**src/fcrm_pkg.sv**
```systemverilog
// Shared constants, codes and handshake structs of the floppy controller register model.
// No dependencies.
package fcrm_pkg;

  localparam int SectorBytesDef = 512;
  localparam int DiskBytesDef   = 1048576;
  localparam int StepLimit      = 80;
  localparam int AddrFieldLen   = 6;

  localparam logic [1:0] KIND_READ  = 2'd0;
  localparam logic [1:0] KIND_WRITE = 2'd1;
  localparam logic [1:0] KIND_LOAD  = 2'd2;

  localparam logic [1:0] REG_CMD    = 2'd0;
  localparam logic [1:0] REG_TRACK  = 2'd1;
  localparam logic [1:0] REG_SECTOR = 2'd2;
  localparam logic [1:0] REG_DATA   = 2'd3;

  localparam logic [1:0] CFG_DISK    = 2'd0;
  localparam logic [1:0] CFG_TRACKS  = 2'd1;
  localparam logic [1:0] CFG_HEADS   = 2'd2;
  localparam logic [1:0] CFG_SECTORS = 2'd3;

  localparam logic [3:0] CMD_RESTORE  = 4'h0;
  localparam logic [3:0] CMD_SEEK     = 4'h1;
  localparam logic [3:0] CMD_STEP_OUT_A = 4'h2;
  localparam logic [3:0] CMD_STEP     = 4'h3;
  localparam logic [3:0] CMD_STEP_IN_A  = 4'h4;
  localparam logic [3:0] CMD_STEP_OUT_B = 4'h5;
  localparam logic [3:0] CMD_STEP_IN_B  = 4'h6;
  localparam logic [3:0] CMD_STEP_OUT_C = 4'h7;
  localparam logic [3:0] CMD_READ     = 4'h8;
  localparam logic [3:0] CMD_WRITE    = 4'ha;
  localparam logic [3:0] CMD_RD_ADDR  = 4'hc;
  localparam logic [3:0] CMD_FORCE_IRQ = 4'hd;

  typedef enum logic [1:0] {
    COPY_DISK2BUF,
    COPY_ADDR,
    COPY_BUF2DISK
  } copy_mode_e;

  typedef struct packed {
    logic latch;
    logic exec;
    logic rd_fin;
    logic copy_rd;
    logic copy_wr;
  } ctrl_cmd_t;

  typedef struct packed {
    logic       need_rdbuf;
    logic       need_copy;
    copy_mode_e mode;
  } dp_status_t;

  function automatic logic [7:0] size_code(input int sb);
    int n;
    n = 0;
    while (n < 3 && (128 << n) < sb) n++;
    return 8'(n);
  endfunction

endpackage

```
**src/fcrm_ctrl.sv**
```systemverilog
// Sequencer of the floppy controller register model: handshakes, execute, copy loop.
// Depends on fcrm_pkg.
module fcrm_ctrl #(
  parameter int SECTOR_BYTES = fcrm_pkg::SectorBytesDef,
  parameter int CW           = $clog2(SECTOR_BYTES + 1)
) (
  input  logic                  clk_i,
  input  logic                  rst_ni,
  input  logic                  in_valid_i,
  output logic                  in_ready_o,
  output logic                  out_valid_o,
  input  logic                  out_ready_i,
  input  fcrm_pkg::dp_status_t  status_i,
  output fcrm_pkg::ctrl_cmd_t   cmd_o,
  output logic [CW-1:0]         copy_idx_o
);
  import fcrm_pkg::*;

  localparam logic [2:0] S_IDLE  = 3'd0;
  localparam logic [2:0] S_EXEC  = 3'd1;
  localparam logic [2:0] S_RDBUF = 3'd2;
  localparam logic [2:0] S_COPY  = 3'd3;
  localparam logic [2:0] S_DONE  = 3'd4;

  logic [2:0]    state_q, state_d;
  logic [CW-1:0] cnt_q, cnt_d;
  copy_mode_e    mode_q, mode_d;
  logic [CW-1:0] len;

  assign len        = (mode_q == COPY_ADDR) ? CW'(AddrFieldLen) : CW'(SECTOR_BYTES);
  assign in_ready_o = (state_q == S_IDLE);
  assign out_valid_o = (state_q == S_DONE);
  assign copy_idx_o = cnt_q;

  always_comb begin
    state_d = state_q;
    cnt_d   = cnt_q;
    mode_d  = mode_q;
    cmd_o   = '0;
    case (state_q)
      S_IDLE: begin
        if (in_valid_i) begin
          cmd_o.latch = 1'b1;
          state_d     = S_EXEC;
        end
      end
      S_EXEC: begin
        cmd_o.exec = 1'b1;
        cnt_d      = '0;
        mode_d     = status_i.mode;
        if (status_i.need_rdbuf) state_d = S_RDBUF;
        else if (status_i.need_copy) state_d = S_COPY;
        else state_d = S_DONE;
      end
      S_RDBUF: begin
        cmd_o.rd_fin = 1'b1;
        state_d      = S_DONE;
      end
      S_COPY: begin
        cmd_o.copy_rd = (cnt_q < len);
        cmd_o.copy_wr = (cnt_q != '0);
        cnt_d         = cnt_q + 1'b1;
        if (cnt_q == len) state_d = S_DONE;
      end
      S_DONE: begin
        if (out_ready_i) state_d = S_IDLE;
      end
      default: state_d = S_IDLE;
    endcase
  end

  always_ff @(posedge clk_i or negedge rst_ni) begin
    if (!rst_ni) begin
      state_q <= S_IDLE;
      cnt_q   <= '0;
      mode_q  <= COPY_DISK2BUF;
    end else begin
      state_q <= state_d;
      cnt_q   <= cnt_d;
      mode_q  <= mode_d;
    end
  end

endmodule

```
**config.mk**
```make
export PLATFORM = sky130hd
export DESIGN_NAME = fcrm_ctrl
export DESIGN_NICKNAME = d
export VERILOG_FILES = /design/src/fcrm_pkg.sv /design/src/fcrm_ctrl.sv
export SDC_FILE = /design/constraint.sdc
export NUM_CORES = 1
export LEC_CHECK = 0
export ABC_AREA = 1
export BUFFER_PORTS_ARGS = -buffer_cell sky130_fd_sc_hd__clkbuf_2
export CAP_MARGIN = 20
export CORE_UTILIZATION = 44
export CTS_CLUSTER_SIZE = 28
export DETAILED_ROUTE_END_ITERATION = 6
export PLACE_DENSITY_LB_ADDON = 0.3
export SYNTH_ARGS = -nofsm -noshare
export SYNTH_HDL_FRONTEND = slang
export SYNTH_SLANG_ARGS = --single-unit
export TNS_END_PERCENT = 10
```
**constraint.sdc**
```tcl
create_clock -name clk_i -period 2.7 [get_ports clk_i]
set_clock_uncertainty 0.15 [all_clocks]
set_input_delay 0.27 -clock clk_i [delete_from_list [all_inputs] [get_ports clk_i]]
set_output_delay 0.27 -clock clk_i [all_outputs]
set_load 0.05 [all_outputs]
```
==> impl_metrics.csv <==
group,metric,value,unit
setup_path,critPathMaxStageDelay,0.41,ns
die,die_x,48.3,um
setup_path,worst_ep_required_time,2.28,ns
timing,setup_viol,0,
power,comb_power_share,3.1,%
yosys,synth-simple-area-share,35.8,%
cells_and_area,final_net_count,174,
global_route,grt.overflow.total,0,
setup_path,cp-startpoint,"state_q[2]$_DFFE_PN0P_",
timing,worstMarginPinSlew,0.380,ns
yosys,synth-xor-area-share,0.927,%
die,die_area,2340,um^2
yosys,synth_warnings,0,
setup_path,reg2reg_depth,10,
global_route,track_usage,20.2,%
clock_tree,h-tree-depth,1,
die,rows,16,
clock_tree,clkLatencyLatePin,0.29,ns
power,p_leak,0.627,nW
timing,max_freq,0.464,GHz
clock_tree,clock-sinks,15,
setup_path,cp-end-kind,"output pin",
die,start_util,47.7,%
clock_tree,clock_path_buffers,2,
routing,top_layer,"met4",
yosys,ys_ff_latch,15,
routing,dr_wl_met3,91,um
clock_tree,cts_setup_buffers,0,
routing,vias,968,
die,core_area,1980,um^2
yosys,synth_area_leaders,"dfrtp_1 40%, nand2_1 14%, inv_1 9.1%",
setup_path,crit_top_cell,"nand2_2",
power,intPower,284,uW
die,die_h,48.3,um
cells_and_area,syn_to_final_growth,20.3,%
routing,dr_wl_met2,1030,um
timing,fin_tns_setup,0,ns
power,clkPwrFrac,36.9,%
cells_and_area,final_layout_size_suffix_gt1_share,22.2,%
yosys,synth_top_area_share,39.7,%
yosys,synth_edf_count,0,
setup_path,crit_end,"cmd_o[0]",
timing,rsz0062_at_grt,"no",
routing,routed_wirelength,2110,um
yosys,syn-cell-area,945,um^2
run_status,outcome,"finished, final reports clean",
yosys,synthCells,133,
routing,drc,0,
timing,hold_viol,0,
yosys,synth_commonest_cells,"36 x nand2_1, 23 x inv_1, 15 x dfrtp_1",
timing,relSlewSlack,74.7,%
placement,port_buffers,24,
yosys,synthArstFlopShare,100,%
power,power.total,374,uW
yosys,yosysUniqueCellTypes,22,
yosys,synth_compound_area_share,9.67,%
clock_tree,tritoncts,"yes",
timing,finalCritPeriodShare,79.9,%
die,boundaryPins,25,
power,switching_share,24.0,%
global_route,grt_pass1_vias,872,
yosys,synth_top_family_by_area,"simple AND/OR/NAND/NOR gates",
worst_hold_path,whs_path_depth,3,
timing,min_period,2.16,ns
placement,hpwl,1670,um
power,vdd_ir_drop_max,0.262,mV
setup_path,slowest_stage,"dfrtp_1",
routing,drtPass1Iterations,4,
cells_and_area,multi_input_area,475,um^2
setup_path,start_kind,"register",
yosys,yosys.area_share.adder,3.97,%
clock_tree,path_clk_slew,0.10,ns
routing,antenna_left,0,
routing,via_per_inst,5.12,
placement,gp_congestion,0.890,
flow_run,maxCapViolations,0,
power,p_switching,89.9,uW
yosys,synthMostInstantiatedCell,"nand2_1",
yosys,avgSynthCellArea,7.10,um^2
yosys,synth_mux_area_share,0,%
cells_and_area,regArea,375,um^2
routing,wl_met1,943,um
power,powerDensity,329,nW/um^2
timing,drv_slew,0,
cells_and_area,fillCellCount,205,
clock_tree,cts-resized-gates,0,
setup_path,cp_max_fo,8,
setup_path,rr_endpoint,"state_q[0]$_DFFE_PN0P_",
setup_path,r2r_start,"mode_q[0]$_DFFE_PN0P_",
worst_hold_path,hp-class,"in -> reg",
routing,drt-initial-drc-count,20,
yosys,syn_nets,144,
global_route,antenna_found_initial,0,
setup_path,reg2reg_slack,1.04,ns
clock_tree,cts_buffers,3,
cells_and_area,diodes,0,
power,pwr-share-seq,60.0,%
global_route,grt_pass1_wl,3670,um
clock_tree,cts_root_buf,"clkbuf_4",
yosys,synth_top_cell_by_area,"dfrtp_1",
routing,wl_per_cell,11.2,um
setup_path,path_cells,"inv_1, nand2_2, inv_2, nand2_2, a41oi_1, clkbuf_2",
yosys,yosysSeqAreaShare,39.7,%
setup_path,crit_type,"reg -> out",
yosys,ys_dominant_reg_cell,"dfrtp_1",
global_route,grt_max_degree,16,
setup_path,critPathArrivalTime,1.74,ns
## flip-flops by register name, indices dropped and copies added (netlist names)
| signal | count |
|---|---|
| copy_idx_o | 10 |
| mode_q | 2 |
| state_q | 3 |
## cell families (layout without fill, tap and decap cells)
| family | count (synthesis) | count (layout) |
|---|---|---|
| and+or+nand+nor | 73 | 73 |
| AOI/OAI and AO/OA | 16 | 16 |
| adders and majority gates | 3 | 3 |
| DFF | 15 | 15 |
| buffers and inverters | 25 | 54 |
| xor gates and xnor gates | 1 | 1 |
## power by group through the flow
stage / combinational [mW] / sequential (mW) / clock [mW]
5_1_grt: 0.0137 / 0.225 / 0.146
2_1_floorplan: 0.000983 / 0.229 / 0
4_1_cts: 0.0121 / 0.224 / 0.135
6_report: 0.0116 / 0.224 / 0.138
3_3_place_gp: 0.0109 / 0.229 / 0
3_5_place_dp: 0.0110 / 0.229 / 0
## critical path, delay by kind of cell, from the launching register on
| kind | cells | cell delay (ns) |
|---|---|---|
| DFF | 1 | 0.41 |
| and+or+nand+nor | 2 | 0.26 |
| AOI/OAI and AO/OA | 1 | 0.18 |
| buffers and inverters | 3 | 0.58 |
## per-stage QoR
stage          setup WS, ns  area (um^2)  std cells  utilization, %  hold WS, ns
2_1_floorplan         0.266          945        133               -       -0.176
3_3_place_gp          0.878         1100        184            55.4       0.0566
3_5_place_dp          0.883         1100        184            55.4       0.0611
4_1_cts               0.555         1140        189            57.3       0.0267
5_1_grt               0.414         1140        189            57.3       0.0470
6_report              0.543         1140        189            57.3       0.0246
## layout make-up
| cell class | instances | area share, % |
|---|---|---|
| Multi-Input combinational cell | 93 | 41.9 |
| Sequential cell | 15 | 33.0 |
| Timing Repair Buffer | 25 | 11.5 |
| Inverter | 25 | 8.26 |
| Tap cell | 27 | 2.97 |
| Clock buffer | 3 | 1.98 |
| Clock inverter | 1 | 0.441 |
## cells in the final DEF, fill, tap and decap left out, types with 2 or more instances in the layout
cell       n
inv_1     23
a21oi_1    3
nor2_2     2
o21ai_0    9
nand2_1   36
ha_1       3
nand2_2    2
and2_1     2
inv_2      2
clkbuf_2  24
nor3_1     5
dfrtp_1   15
clkbuf_4   3
nor2_1     9
nand3_1   11
nand4_1    3
## worst min path at each step
stage | start | endpoint | slack [ns]
6_report | status_i[0] | mode_q[0]$_DFFE_PN0P_ | 0.02
5_1_grt | status_i[0] | mode_q[0]$_DFFE_PN0P_ | 0.05
4_1_cts | status_i[0] | mode_q[0]$_DFFE_PN0P_ | 0.03
3_5_place_dp | rst_ni | copy_idx_o[0]$_DFFE_PN0P_ | 0.06
3_3_place_gp | rst_ni | copy_idx_o[0]$_DFFE_PN0P_ | 0.06
2_1_floorplan | rst_ni | copy_idx_o[0]$_DFFE_PN0P_ | -0.18
## per-layer routing
layer	vias up	global-route usage [%]
met4	0	8.82
met2	30	33.8
met3	6	4.40
met1	443	24.9
met5	-	0
li1	489	-
## repair_timing
item / in CTS / in global routing
setup endpoints to repair: 0 / 0
hold endpoints to repair: 15 / 0
hold buffers: 1 / 0
Power figures use the tool's default switching activity.
